File: src/crrm_pkg.sv
// Types, constants and opcodes of the cascaded range remap block.
package crrm_pkg;

   localparam int STAGES        = 8;
   localparam int ENTRIES       = 32;
   localparam int VALUE_BITS    = 32;
   localparam int CELL_ID_BITS  = 4;
   localparam int SLOT_BITS     = (ENTRIES > 1) ? $clog2(ENTRIES) : 1;

   localparam logic [1:0] OP_CLEAR = 2'd0;
   localparam logic [1:0] OP_LOAD  = 2'd1;
   localparam logic [1:0] OP_QUERY = 2'd2;

   typedef logic [VALUE_BITS-1:0] value_type;

   typedef struct packed {
      logic [1:0]  opcode;
      logic [2:0]  stage_index;
      logic [4:0]  slot_index;
      logic [31:0] dest_start;
      logic [31:0] source_start;
      logic [31:0] range_length;
      logic [31:0] query_value;
   } req_type;

   typedef struct packed {
      logic [31:0] mapped_value;
      logic [31:0] lowest_value;
   } rsp_type;

   // Transaction moving between neighboring cells; query_value carries the
   // value as remapped so far.
   typedef struct packed {
      logic    valid;
      req_type req;
   } link_type;

endpackage

File: src/crrm_min.sv
// Running minimum and the result register at the end of the chain.
module crrm_min
   import crrm_pkg::*;
(
   input  logic     clock,
   input  logic     reset,
   input  logic     advance,
   input  link_type link_in,
   output logic     rsp_valid,
   output rsp_type  rsp_data
);

   value_type lowest_ff, lowest_in;
   value_type mapped;
   logic      rsp_valid_ff;
   rsp_type   rsp_data_ff;
   logic      is_query;
   logic      is_clear;

   assign mapped   = VALUE_BITS'(link_in.req.query_value);
   assign is_query = link_in.valid && (link_in.req.opcode == OP_QUERY);
   assign is_clear = link_in.valid && (link_in.req.opcode == OP_CLEAR);

   always_comb begin
      lowest_in = lowest_ff;
      if (is_clear) begin
         lowest_in = '1;
      end else if (is_query && (mapped < lowest_ff)) begin
         lowest_in = mapped;
      end
   end

   always_ff @(posedge clock) begin
      if (reset) begin
         lowest_ff    <= '1;
         rsp_valid_ff <= 1'b0;
      end else if (advance) begin
         lowest_ff    <= lowest_in;
         rsp_valid_ff <= is_query;
      end
   end

   always_ff @(posedge clock) begin
      if (advance) begin
         rsp_data_ff.mapped_value <= 32'(mapped);
         rsp_data_ff.lowest_value <= 32'(lowest_in);
      end
   end

   assign rsp_valid = rsp_valid_ff;
   assign rsp_data  = rsp_data_ff;

endmodule

File: config.mk
export PLATFORM = sky130hd
export DESIGN_NAME = crrm_min
export DESIGN_NICKNAME = d
export VERILOG_FILES = /design/src/crrm_pkg.sv /design/src/crrm_min.sv
export SDC_FILE = /design/constraint.sdc
export NUM_CORES = 1
export LEC_CHECK = 0
export ABC_CLOCK_PERIOD_IN_PS = 2800
export BUFFER_PORTS_ARGS = -buffer_cell sky130_fd_sc_hd__buf_2
export CAP_MARGIN = 20
export CORE_MARGIN = 1.5
export CORE_UTILIZATION = 48
export DETAILED_ROUTE_END_ITERATION = 8
export PLACE_DENSITY = 0.86
export SLEW_MARGIN = 40
export SYNTH_ARGS = -nofsm -noshare
export SYNTH_HDL_FRONTEND = slang
export SYNTH_SLANG_ARGS = --single-unit
File: constraint.sdc
create_clock -name clock -period 2.8 [get_ports clock]
set_input_delay 0.14 -clock clock [delete_from_list [all_inputs] [get_ports clock]]
set_output_delay 0.14 -clock clock [all_outputs]
set_load 0.1 [all_outputs]
Word-level counts from Yosys, hierarchy flattened

Cells that the tools add are included.
W data, S select, Z words.

Memory bits (read-only): 0
Output and inout port bits: 65
Latch bits: 0
Memories kept: 0
RAM bits: 0
Bits of input ports: 142
Register bits: 97

Shift operators: 0
Divide/modulo/power cells: 0
Muxes and demuxes: 2
$add $sub $neg: 0
Reductions and logical operators: 4
Eq/ne operators: 1
$mul: 0
Bitwise operators: 0
Order comparisons: 1

Operator list:

| cell                 | number |
|---|---|
| $mux W32             | 2 |
| $lt A32 B32 Y1       | 1 |
| $logic_and A1 B1 Y1  | 3 |
| $eq A2 B2 Y1 const B | 1 |
| $logic_not A2 Y1     | 1 |

Logic depth before layout (Yosys ltp)

Gate-level depths: netlist of run 1.

Depth in word-level cells: 5
Depth in mapped cells: 11
Depth with buffers taken out: 9

Least setup slack after synthesis of run 1

OpenSTA, ideal clock, no wires.

Path kind: reg2reg
From: reg lowest_ff[2]
To: reg rsp_data_ff (netlist bit rsp_data[10]) (data pin)
Slack: 0.405 ns
Data required time: 2.544 ns
Period minus slack after synthesis: 2.395 ns
Arrival: 2.138 ns
Cell stages (with the launch flop): 11
Path through: dfxtp_1 -> inv_1 -> ha_1 -> a211oi_1 -> o21ai_1 -> a21oi_1 -> nor3_1 -> o41ai_4 -> nand2b_1 -> clkbuf_1 -> o22a_1

Word-level cells in the longest chain between the ends: 4

RTL lines:

| item                   | RTL line       | RTL |
|---|---|---|
| from (decl)            | crrm_min.sv:13 | `value_type lowest_ff, lowest_in;` |
| from (signal assigned) | crrm_min.sv:38 | `lowest_ff <= lowest_in;` |
| $lt A32 B32 Y1         | crrm_min.sv:28 | `end else if (is_query && (mapped < lowest_ff)) begin` |
| $logic_and A1 B1 Y1    | crrm_min.sv:28 |  |
| $mux W32               | crrm_min.sv:28 |  |
| $mux W32               | crrm_min.sv:26 | `if (is_clear) begin` |
| via lowest_in[10]      | crrm_min.sv:13 |  |
| to (decl)              | crrm_min.sv:16 | `rsp_type rsp_data_ff;` |

The timed path passes the listed nets, and every way through them passes these cells.
A chain may end at the register's enable or synchronous reset.

Worst setup path after layout of run 1

From: in link_in[19] (netlist name)
To: reg rsp_data_ff (netlist bit rsp_data[11]) (data pin)

Word-level cells in the longest chain between the ends: 4

RTL lines:

| item                | RTL line       | RTL |
|---|---|---|
| from (decl)         | crrm_min.sv:8  | `input link_type link_in,` |
| $lt A32 B32 Y1      | crrm_min.sv:28 |  |
| $logic_and A1 B1 Y1 | crrm_min.sv:28 |  |
| $mux W32            | crrm_min.sv:28 |  |
| $mux W32            | crrm_min.sv:26 |  |
| via lowest_in[11]   | crrm_min.sv:13 |  |

The timed path passes the listed nets, and every way through them passes these cells.

==> Flow_metrics.wiki, run 1 <==
{| class="wikitable"
! Metric !! Value
|-
| IO Count || just over 200
|-
| First drt pass iteration count || 5
|-
| Number of vias after detailed routing || between 3000 and 4000
|-
| Startpoint of the most critical hold path || link_in[7]
|-
| Vias in the first global route || between 3000 and 4000
|-
| Synthesized cell area || 4690 µm²
|-
| Post-Place Cells || ~620
|-
| Count of different cell masters after synthesis || 29
|-
| Overall die width || 102 µm
|-
| Number of antenna violations at the first check in global routing || 0
|-
| Clock input transition at the sequential cells of the worst setup and hold paths || 0.10 ns
|-
| Sum of negative setup slack || 0 ns
|-
| Reg2Reg Setup Slack || ~0.23 ns
|-
| DRC violations left || 0
|-
| Max VDD drop || about 280 µV
|-
| Mapped Nets || just under 600
|-
| Number of sinks on the clock net || 97
|-
| Final critical path time including I/O delays and setup || between 2 and 3 ns
|-
| Global-route wire length before repair || 16300 µm
|-
| Reg2Reg Launch Point || lowest_ff[31]$_SDFFE_PP1P_
|-
| H-Tree Depth || 3
|-
| Post-DR wirelength/cell || around 16 µm
|-
| Initial core utilization || 50.0%
|-
| Die Y-Extent || between 100 and 150 µm
|-
| Share of the clock period used by the worst path after layout || 91.9%
|-
| Crit path max fanout || 30
|-
| Post-CTS setup-driven buffer insertion count || 0
|-
| Endpoint required time on the critical path || just under 3 ns
|-
| Gate count of the mapped netlist || about 410
|-
| Synth area leaders || sky130_fd_sc_hd__edfxtp_1 41%, sky130_fd_sc_hd__dfxtp_1 14%, sky130_fd_sc_hd__ha_1 8.3%
|-
| Inserted Clock Buffers || 9
|-
| Worst slew margin relative to its limit || between 60% and 70%
|-
| Synthesized area divided by synthesized cell count || 11.5 µm²
|-
| Leading register cell type out of synthesis || sky130_fd_sc_hd__edfxtp_1
|-
| Number of max-slew violations in the final report || 0
|-
| Last element of the critical path || rsp_data[11]$_DFFE_PP_
|-
| Sequential element share of the synthesized area || ~55%
|-
| Launch point of the critical path || link_in[19]
|-
| Number of nets with antenna violations after detailed routing || 0
|-
| Yosys warning count || 0
|-
| Proportion of register bits with asynchronous set or reset after synthesis || 0%
|-
| Leakage component of the power || roughly 2.2 nW
|-
| Avg Vias per Cell || 5.73
|-
| Number of register bits inferred by synthesis || 97
|-
| Area added between synthesis and finish || 18.7%
|-
| R2r endpoint || rsp_data[11]$_DFFE_PP_
|-
| Antenna diodes || 0
|-
| Critical path data arrival time || 2.68 ns
|-
| Detailed-placement wirelength estimate || 6550 µm
|-
| Crit end category || flip-flop
|-
| TritonCTS clock tree || built
|-
| Setup repair after global routing missed its margin || no
|-
| # nets final || 677
|-
| Transition time of the tightest slew-check pin || approximately 0.52 ns
|-
| Maximum number of buffers from clock root to sink || 2
|-
| Total congestion overflow || 0
|-
| Final Setup Violations || 0
|-
| Total power divided by cell area || 588 nW/µm²
|-
| Total number of placement rows || 35
|-
| Max Cap Viol || 0
|-
| Pin count of the biggest net entering global routing || 52
|-
| Routed Wire Length || a little over 10000 µm
|-
| Die area || slightly above 10000 µm²
|-
| Number of enable flip-flop cells after synthesis || between 60 and 70
|-
| Root cell of the clock tree || sky130_fd_sc_hd__clkbuf_8
|-
| Critical Path Source Type || input pin
|-
| Port bufs || between 100 and 150
|-
| Floorplan Core Area || 9370 µm²
|-
| Count of routing violations after the opening detailed-route iteration || around 180
|-
| Clk_skew || ~0.011 ns
|-
| Dominant cell type by area after synthesis || sky130_fd_sc_hd__edfxtp_1
|-
| Total routing usage reported by global routing || between 20% and 30%
|-
| Share of Yosys cell area claimed by the top area cell type || 41.0%
|-
| Outcome || finished clean
|-
| Class of the worst hold path || input pin to flip-flop
|-
| Final std cells w/o fill || between 600 and 700
|-
| Hold Path Depth || 1
|-
| Layout cells sized above 1 || 25.5%
|-
| Depth of the most critical reg-to-reg path || 9
|-
| Max Clk Rate || just under 400 MHz
|-
| Most frequent cell after synthesis || sky130_fd_sc_hd__edfxtp_1
|-
| Insertion delay to the later sink of the worst-skew pair || roughly 0.35 ns
|-
| Placer Congestion || about 0.76
|-
| Setup Crit Path Kind || input pin to flip-flop
|-
| Synth top cells by count || 64 x sky130_fd_sc_hd__edfxtp_1, 46 x sky130_fd_sc_hd__a21oi_1, 35 x sky130_fd_sc_hd__nor3_1, 33 x sky130_fd_sc_hd__dfxtp_1
|-
| Final hold violations || 0
|}
-- per-stage QoR --
| stage | instance area, µm² | util, % | worst slack [ns] | power, mW | hold WS, ns |
|---|---|---|---|---|---|
| CTS | 5550 | 59.2 | 0.157 | 3.30 | 0.000810 |
| detailed placement | 5310 | 56.6 | 0.211 | 2.41 | 0.372 |
| finish | 5570 | 59.4 | 0.227 | 3.27 | 0.0186 |
| floorplan | 4690 | - | 0.405 | 2.25 | 0.239 |
| global route | 5570 | 59.4 | 0.000670 | 3.40 | 0.00380 |
| global placement | 5310 | 56.6 | 0.223 | 2.39 | 0.367 |
-- worst min path at each step --
stage                     slack (ns)                      to
after floorplan                 0.24  rsp_data[32]$_DFFE_PP_
after global placement          0.37  rsp_data[57]$_DFFE_PP_
after detailed placement        0.37  rsp_data[57]$_DFFE_PP_
after CTS                     0.0008  rsp_data[56]$_DFFE_PP_
after global routing           0.004  rsp_data[33]$_DFFE_PP_
final                           0.02  rsp_data[39]$_DFFE_PP_
-- report_power, final --
group          switching (mW)  total [mW]  internal (mW)
Sequential             0.0309        1.64           1.61
Combinational           0.598       0.748          0.150
Clock                   0.478       0.890          0.412
Total                    1.11        3.27           2.17
-- registers in the layout, indices dropped and copies added, names as in the netlist --
name and cells:
rsp_valid 1, rsp_data 64, lowest_ff 32
-- worst max-delay path, stage by stage --
cell and delay, ns:
sky130_fd_sc_hd__dlygate4sd3_1 0.53, sky130_fd_sc_hd__buf_2 0.14, sky130_fd_sc_hd__ha_1 0.32, sky130_fd_sc_hd__nand2_1 0.07, sky130_fd_sc_hd__o21ai_1 0.29, sky130_fd_sc_hd__a41oi_1 0.10, sky130_fd_sc_hd__nor3b_2 0.27, sky130_fd_sc_hd__o41ai_4 0.15
sky130_fd_sc_hd__a41o_2 0.28, sky130_fd_sc_hd__buf_12 0.17, sky130_fd_sc_hd__o22a_1 0.20
-- cells by family (layout without fill, tap and decap cells) --
kind of cell / count (synthesis) / count (layout) / share of synthesized area, %
adders and majority gates: 31 / 31 / 8.27
and+or+nand+nor: 92 / 92 / 11.0
buffers and inverters: 65 / 165 / 6.38
AOI/OAI and AO/OA: 124 / 124 / 19.3
DFF: 97 / 97 / 55.1
-- repair_timing --
item | in CTS | in global routing
endpoints found under the hold margin | 5 | 1
setup endpoints to repair | 0 | 22
gates resized for setup | 0 | 1
hold buffers | 5 | 1
-- layout make-up --
cell class / count / area (µm²)
Clock inverter: 7 / 68.8
Multi-Input combinational cell: 247 / 1810
Timing Repair Buffer: 118 / 701
Sequential cell: 97 / 2580
Fill cell: 783 / 3800
Inverter: 31 / 116
Clock buffer: 9 / 124
Tap cell: 129 / 161
-- placed cells by master (no fill, tap or decap), drive strengths merged --
cell,netlist,layout
a21oi,46,46
ha,31,31
nor2,1,1
nor2b,1,1
dfxtp,33,33
nor3b,2,2
edfxtp,64,64
nand3b,1,1
nand2,9,9
a21o,3,3
o22a,32,32
o31a,32,32
inv,31,32
buf,9,112
dlygate4sd3,0,6
clkinv,0,5
a41o,1,1
clkbuf,25,9
a41oi,1,1
o21ai,6,6
nand2b,4,4
nand3,2,2
nor3,35,35
nand4b,1,1
bufinv,0,1
nor4,32,32
nand4,4,4
a211oi,2,2
o41ai,1,1
-- metal layers --
metal	global-route usage [%]	wire length, µm	part of all wire [%]	vias up
met5	0	0	0	-
met2	32.6	4850	48	111
met4	7.17	94	0.92	0
li1	-	-	-	1779
met3	4.24	605	5.9	8
met1	26.6	4640	45	1758
(Power assumes the default switching activity.)
==> run 2: changes to the inputs <==
==> config.mk (replaced) <==
export PLATFORM = sky130hd
export DESIGN_NAME = crrm_min
export DESIGN_NICKNAME = d
export VERILOG_FILES = /design/src/crrm_pkg.sv /design/src/crrm_min.sv
export SDC_FILE = /design/constraint.sdc
export NUM_CORES = 1
export LEC_CHECK = 0
export ABC_CLOCK_PERIOD_IN_PS = 2700
export CAP_MARGIN = 20
export CORE_MARGIN = 1.5
export CORE_UTILIZATION = 55
export DETAILED_ROUTE_END_ITERATION = 8
export DONT_BUFFER_PORTS = 1
export PLACE_DENSITY = 0.75
export SLEW_MARGIN = 40
export SYNTH_ARGS = -nofsm -noshare
export SYNTH_HDL_FRONTEND = slang
export SYNTH_SLANG_ARGS = --single-unit
==> constraint.sdc (replaced) <==
create_clock -name clock -period 2.7 [get_ports clock]
set_input_delay 0.135 -clock clock [delete_from_list [all_inputs] [get_ports clock]]
set_output_delay 0.135 -clock clock [all_outputs]
set_load 0.1 [all_outputs]
==> Flow_metrics.wiki, run 2 (same netlist as run 1, synthesis figures left out) <==
{| class="wikitable"
! Metric !! Value
|-
| Final critical path time including I/O delays and setup || approximately 2.6 ns
|-
| Critical Path Source Type || flip-flop
|-
| Total number of placement rows || 33
|-
| Final std cells w/o fill || about 570
|-
| Placement-stage worst setup slack || -0.0786 ns
|-
| Final Core Density || 74.7%
|-
| Port bufs || 0
|-
| Count of routing violations after the opening detailed-route iteration || a little under 300
|-
| Final Setup Violations || 0
|-
| Number of antenna violations at the first check in global routing || 0
|-
| Class of the worst hold path || input pin to flip-flop
|-
| Pin count of the biggest net entering global routing || 66
|-
| Initial core utilization || between 50% and 60%
|-
| Depth of the most critical reg-to-reg path || 11
|-
| Endpoint required time on the critical path || roughly 3 ns
|-
| Vias in the first global route || about 3700
|-
| Inserted Clock Buffers || 9
|-
| Area of placed instances || 5040 µm²
|-
| Critical path data arrival time || between 2 and 3 ns
|-
| Total routing usage reported by global routing || a little over a quarter
|-
| Leakage component of the power || 2.41 nW
|-
| Layout fillers || just under 500
|-
| Placer Congestion || between 0.7 and 0.8
|-
| Outcome || finished clean
|-
| Worst slew margin relative to its limit || 38.8%
|-
| Launch point of the critical path || lowest_ff[3]$_SDFFE_PP1P_
|-
| Post-Place Cells || 501
|-
| Hold Path Depth || 1
|-
| Max VDD drop || between 300 and 400 µV
|-
| Maximum number of buffers from clock root to sink || 2
|-
| Antenna diodes || 0
|-
| Total congestion overflow || 0
|-
| Crit end category || flip-flop
|-
| Commonest cells after routing, fill and taps aside || 64 x sky130_fd_sc_hd__edfxtp_1, 45 x sky130_fd_sc_hd__a21oi_1, 35 x sky130_fd_sc_hd__dlygate4sd3_1, 33 x sky130_fd_sc_hd__nor3_1
|-
| Area added between synthesis and finish || 31.5%
|-
| Max Cap Viol || 0
|-
| Floorplan Core Area || around 8300 µm²
|-
| Layout cells sized above 1 || 16.5%
|-
| Insertion delay to the later sink of the worst-skew pair || 0.36 ns
|-
| Reg2Reg Setup Slack || 0.07 ns
|-
| Max Clk Rate || 380 MHz
|-
| Post-DR wirelength/cell || 24.0 µm
|-
| Global-route wire length before repair || around 19000 µm
|-
| H-Tree Depth || 3
|-
| Post-route worst setup slack || a little under 0.07 ns
|-
| DRC violations left || 0
|-
| Avg Vias per Cell || between 6 and 7
|-
| Crit path max fanout || 19
|-
| Setup Crit Path Kind || flip-flop to flip-flop
|-
| R2r endpoint || rsp_data[27]$_DFFE_PP_
|-
| Last element of the critical path || rsp_data[27]$_DFFE_PP_
|-
| Transition time of the tightest slew-check pin || a little over 0.9 ns
|-
| Sum of negative setup slack || 0 ns
|-
| Number of vias after detailed routing || between 3000 and 4000
|-
| Reg2Reg Launch Point || lowest_ff[3]$_SDFFE_PP1P_
|-
| Detailed-placement wirelength estimate || about 6600 µm
|-
| TritonCTS clock tree || built
|-
| Share of the clock period used by the worst path after layout || between 90 and 100%
|-
| Post-Route Hold Slack || around 0.011 ns
|-
| Number of max-slew violations in the final report || 0
|-
| Number of nets with antenna violations after detailed routing || 0
|-
| First drt pass iteration count || 5
|-
| Root cell of the clock tree || sky130_fd_sc_hd__clkbuf_8
|-
| IO Count || between 200 and 250
|-
| # nets final || 635
|-
| Total power || ~3.6 mW
|-
| Max FFs per register || 64
|-
| Routed Wire Length || 13700 µm
|-
| Leading cell type in the layout, fill and taps excluded || sky130_fd_sc_hd__edfxtp_1
|-
| Clock input transition at the sequential cells of the worst setup and hold paths || about 0.1 ns
|-
| Total power divided by cell area || between 500 and 600 nW/µm²
|-
| Die Y-Extent || around 95 µm
|-
| Post-route standard cell area excluding fillers || just over 6000 µm²
|-
| Clk_skew || roughly 0.0094 ns
|-
| Die area || approximately 9000 µm²
|-
| Number of sinks on the clock net || 97
|-
| Overall die width || about 95 µm
|-
| Final hold violations || 0
|}
-- run 2: cell count changes in the layout (fill, tap and decap cells not counted), sizes merged --
cell         delta
buf            -85
bufinv          +1
clkbuf         +16
clkinv          -4
clkinvlp        +1
dlygate4sd3    +29
-- run 2: repair_timing --
item | in CTS | in global routing
buffers inserted | 1 | 2
endpoints found under the hold margin | 154 | 2
cloned | 0 | 5
setup endpoints to repair | 49 | 64
hold buffers | 35 | 2
gates resized for setup | 2 | 19
pin swaps | 2 | 4
-- run 2: final cells by class --
class	count	area (µm²)	area share, %
repair buffers	76	1200	19.5
multi-input cells	247	1900	30.8
inverters	31	116	1.89
flip-flops and latches	97	2590	42.0
clock inverters	5	87.6	1.42
well taps	105	131	2.13
clock buffers	11	141	2.29
-- run 2: how the worst min path moves through the flow --
stage | start | end | slack (ns)
after floorplan | link_in[0] | rsp_data[32]$_DFFE_PP_ | 0.23
after global placement | reset | rsp_valid$_SDFFE_PP0P_ | 0.22
after detailed placement | reset | rsp_valid$_SDFFE_PP0P_ | 0.22
after CTS | link_in[11] | rsp_data[11]$_DFFE_PP_ | 0.003
after global routing | link_in[5] | rsp_data[5]$_DFFE_PP_ | 0.002
final | link_in[26] | rsp_data[26]$_DFFE_PP_ | 0.01
-- run 2: per-layer routing --
metal	up-vias	GRT usage, %	share of wire, %
li1	1705	-	-
met1	1837	35.2	40
met2	287	44.4	48
met3	29	5.90	9.9
met4	0	10.8	2.1
met5	-	0	0
-- run 2: power by group --
group          total, mW  leakage [nW]  switching [mW]  internal (mW)
combinational      0.533          1.47           0.301          0.232
sequential          2.02         0.826           0.346           1.67
clock               1.08         0.112           0.520          0.556
-- run 2: critical path, cell delays in order, from the launching register on --
cell and delay [ns]:
sky130_fd_sc_hd__dfxtp_1 0.41, sky130_fd_sc_hd__inv_1 0.08, sky130_fd_sc_hd__ha_1 0.22, sky130_fd_sc_hd__a211oi_2 0.21, sky130_fd_sc_hd__o21ai_1 0.12, sky130_fd_sc_hd__a21oi_2 0.22, sky130_fd_sc_hd__nor3_2 0.08, sky130_fd_sc_hd__o41ai_4 0.30
sky130_fd_sc_hd__buf_4 0.20, sky130_fd_sc_hd__a41o_4 0.29, sky130_fd_sc_hd__clkbuf_16 0.22, sky130_fd_sc_hd__o22a_1 0.15
==> run 3: changes to the inputs <==
--- a/config.mk
+++ b/config.mk
@@ -5,13 +5,13 @@
 export SDC_FILE = /design/constraint.sdc
 export NUM_CORES = 1
 export LEC_CHECK = 0
-export ABC_CLOCK_PERIOD_IN_PS = 2700
+export ABC_CLOCK_PERIOD_IN_PS = 2200
 export CAP_MARGIN = 20
-export CORE_MARGIN = 1.5
+export CORE_MARGIN = 3
 export CORE_UTILIZATION = 55
 export DETAILED_ROUTE_END_ITERATION = 8
 export DONT_BUFFER_PORTS = 1
-export PLACE_DENSITY = 0.75
+export PLACE_DENSITY = 0.78
 export SLEW_MARGIN = 40
 export SYNTH_ARGS = -nofsm -noshare
 export SYNTH_HDL_FRONTEND = slang
==> constraint.sdc (replaced) <==
create_clock -name clock -period 2.2 [get_ports clock]
set_input_delay 0.11 -clock clock [delete_from_list [all_inputs] [get_ports clock]]
set_output_delay 0.11 -clock clock [all_outputs]
set_load 0.1 [all_outputs]
==> Flow_metrics.wiki, run 3 (same netlist as run 1, synthesis figures left out) <==
{| class="wikitable"
! Metric !! Value
|-
| Total routing usage reported by global routing || roughly 29%
|-
| Combinational Power Share || a little under a fifth
|-
| Number of max-slew violations in the final report || 0
|-
| Antenna diodes || 0
|-
| IO Count || approximately 210
|-
| Root cell of the clock tree || sky130_fd_sc_hd__clkbuf_8
|-
| Placement-stage worst setup slack || -0.308 ns
|-
| Final Setup Violations || 64
|-
| Max Cap Viol || 0
|-
| Number of vias after detailed routing || 4152
|-
| Maximum number of buffers from clock root to sink || 2
|-
| NetSw || 1.45 mW
|-
| Insertion delay to the later sink of the worst-skew pair || between 0.3 and 0.4 ns
|-
| Post-Route Hold Slack || ~0.014 ns
|-
| Failing checks || negative setup slack
|-
| Die area || ~9700 µm²
|-
| Final critical path time including I/O delays and setup || ~2.5 ns
|-
| Number of antenna violations at the first check in global routing || 0
|-
| Count of routing violations after the opening detailed-route iteration || 348
|-
| Global-route wire length before repair || roughly 22000 µm
|-
| Area added between synthesis and finish || 41.9%
|-
| Internal Dissipation || slightly below 3 mW
|-
| Critical Path Source Type || flip-flop
|-
| Placer Congestion || around 0.77
|-
| Post-DR wirelength/cell || approximately 25 µm
|-
| Vias in the first global route || about 4100
|-
| Total congestion overflow || 0
|-
| Post-route worst setup slack || -0.335 ns
|-
| Routed Wire Length || roughly 15000 µm
|-
| Total power divided by cell area || 655 nW/µm²
|-
| Port bufs || 0
|-
| Initial core utilization || 56.8%
|-
| Outcome || complete, but fails checks
|-
| Layout fillers || about 430
|-
| Crit path max fanout || 8
|-
| Part of the total power dissipated in sequential elements || 54.9%
|-
| Die Y-Extent || 98.3 µm
|-
| Detailed-placement wirelength estimate || between 6000 and 7000 µm
|-
| Critical path data arrival time || ~2.7 ns
|-
| Avg Vias per Cell || ~6.7
|-
| Number of nets with antenna violations after detailed routing || 0
|-
| TritonCTS clock tree || built
|-
| Overall die width || between 90 and 100 µm
|-
| Floorplan Core Area || about 8300 µm²
|-
| Launch point of the critical path || lowest_ff[30]$_SDFFE_PP1P_
|-
| Pin count of the biggest net entering global routing || 66
|-
| Share of the clock period used by the worst path after layout || 115%
|-
| Max FFs per register || 64
|-
| Max Clk Rate || ~390 MHz
|-
| Layout cells sized above 1 || between 30% and 40%
|-
| Setup Crit Path Kind || flip-flop to flip-flop
|-
| Leading cell type in the layout, fill and taps excluded || sky130_fd_sc_hd__edfxtp_1
|-
| Sum of negative setup slack || -16.54 ns
|-
| # nets final || between 600 and 700
|-
| Clock input transition at the sequential cells of the worst setup and hold paths || about 0.1 ns
|-
| Part of the power in the clock network || around a quarter
|-
| Max VDD drop || around 450 µV
|-
| Endpoint required time on the critical path || 2.32 ns
|-
| H-Tree Depth || 3
|-
| First drt pass iteration count || 5
|-
| DRC violations left || 0
|-
| Worst slew margin relative to its limit || 38.9%
|-
| Final std cells w/o fill || between 600 and 700
|-
| Switching Share || around 33%
|-
| Leakage component of the power || around 2.6 nW
|-
| Final hold violations || 0
|-
| Inserted Clock Buffers || 9
|-
| Clk_skew || about 0.012 ns
|-
| Transition time of the tightest slew-check pin || between 0.9 and 1 ns
|-
| Class of the worst hold path || input pin to flip-flop
|-
| Reg2Reg Launch Point || lowest_ff[30]$_SDFFE_PP1P_
|-
| Post-Place Cells || ~540
|-
| Crit end category || flip-flop
|-
| Startpoint of the most critical hold path || link_in[8]
|-
| Commonest cells after routing, fill and taps aside || 64 x sky130_fd_sc_hd__edfxtp_1, 55 x sky130_fd_sc_hd__buf_4, 38 x sky130_fd_sc_hd__a21oi_1, 33 x sky130_fd_sc_hd__dlygate4sd3_1
|-
| Total number of placement rows || 33
|-
| Setup repair after global routing missed its margin || yes
|-
| Number of sinks on the clock net || 97
|}
run 3: cell types whose count changed in the layout (fill, tap and decap cells not counted), sizes merged:
cell	before	now
inv	32	31
clkinv	1	4
bufinv	2	1
buf	27	76
dlygate4sd3	35	33
bufbuf	0	1
run 3: critical path: stages (launching register included):
cell and delay [ns]:
sky130_fd_sc_hd__dfxtp_2 0.35, sky130_fd_sc_hd__inv_2 0.05, sky130_fd_sc_hd__ha_4 0.26, sky130_fd_sc_hd__nand4_1 0.15
sky130_fd_sc_hd__nor3_2 0.26, sky130_fd_sc_hd__nor3b_4 0.27, sky130_fd_sc_hd__o41ai_4 0.11, sky130_fd_sc_hd__buf_4 0.15
sky130_fd_sc_hd__a41o_4 0.28, sky130_fd_sc_hd__buf_12 0.17, sky130_fd_sc_hd__o22a_1 0.21
run 3: per-stage QoR:
| step | cell area [µm²] | util (%) | total power [mW] |
|---|---|---|---|
| 4_1_cts | 6150 | 74.5 | 4.20 |
| 2_1_floorplan | 4770 | - | 2.87 |
| 3_3_place_gp | 5160 | 62.5 | 2.94 |
| 5_1_grt | 6650 | 80.6 | 4.49 |
| 6_report | 6650 | 80.6 | 4.36 |
| 3_5_place_dp | 5220 | 63.2 | 2.96 |
run 3: worst paths after layout:
kind	to	slack [ns]	cells past startpoint
min	rsp_data[8]$_DFFE_PP_	0.01	1
min reg2reg	lowest_ff[0]$_SDFFE_PP1P_	0.58	1
max reg2reg	rsp_data[29]$_DFFE_PP_	-0.34	10
max	rsp_data[29]$_DFFE_PP_	-0.34	10
run 3: final cells by class:
class | instances | area, µm² | share of cell area (%)
sequential | 97 | 2600 | 39.0
multi-input combinational | 247 | 2050 | 30.9
timing repair buffer | 125 | 1570 | 23.5
tap | 105 | 131 | 1.97
clock buffer | 10 | 128 | 1.92
inverter | 31 | 116 | 1.75
clock inverter | 6 | 60.1 | 0.903
run 3: power groups by stage:
stage               sequential [mW]  clock [mW]  combinational, mW
floorplan                      2.64           0              0.237
CTS                            2.50        1.14              0.561
finish                         2.39        1.15              0.819
detailed placement             2.54           0              0.422
global route                   2.40        1.23              0.853
global placement               2.56           0              0.378
run 3: routing by layer:
metal | routed length [µm] | part of all wire (%) | track usage, % | vias to the layer above
met5 | 0 | 0 | 0 | -
met4 | 586 | 3.8 | 11.6 | 0
li1 | - | - | - | 1802
met1 | 5770 | 37 | 36.7 | 1996
met2 | 7580 | 49 | 46.3 | 298
met3 | 1480 | 9.6 | 7.14 | 56
run 3: what timing repair did:
| item | 4_1_cts | 5_1_grt |
|---|---|---|
| endpoints found under the setup margin | 64 | 64 |
| hold buffers | 35 | 0 |
| gates cloned | 6 | 2 |
| resized for setup | 36 | 24 |
| pin swaps | 5 | 16 |
| endpoints found under the hold margin | 160 | 0 |
| setup buffers | 7 | 3 |
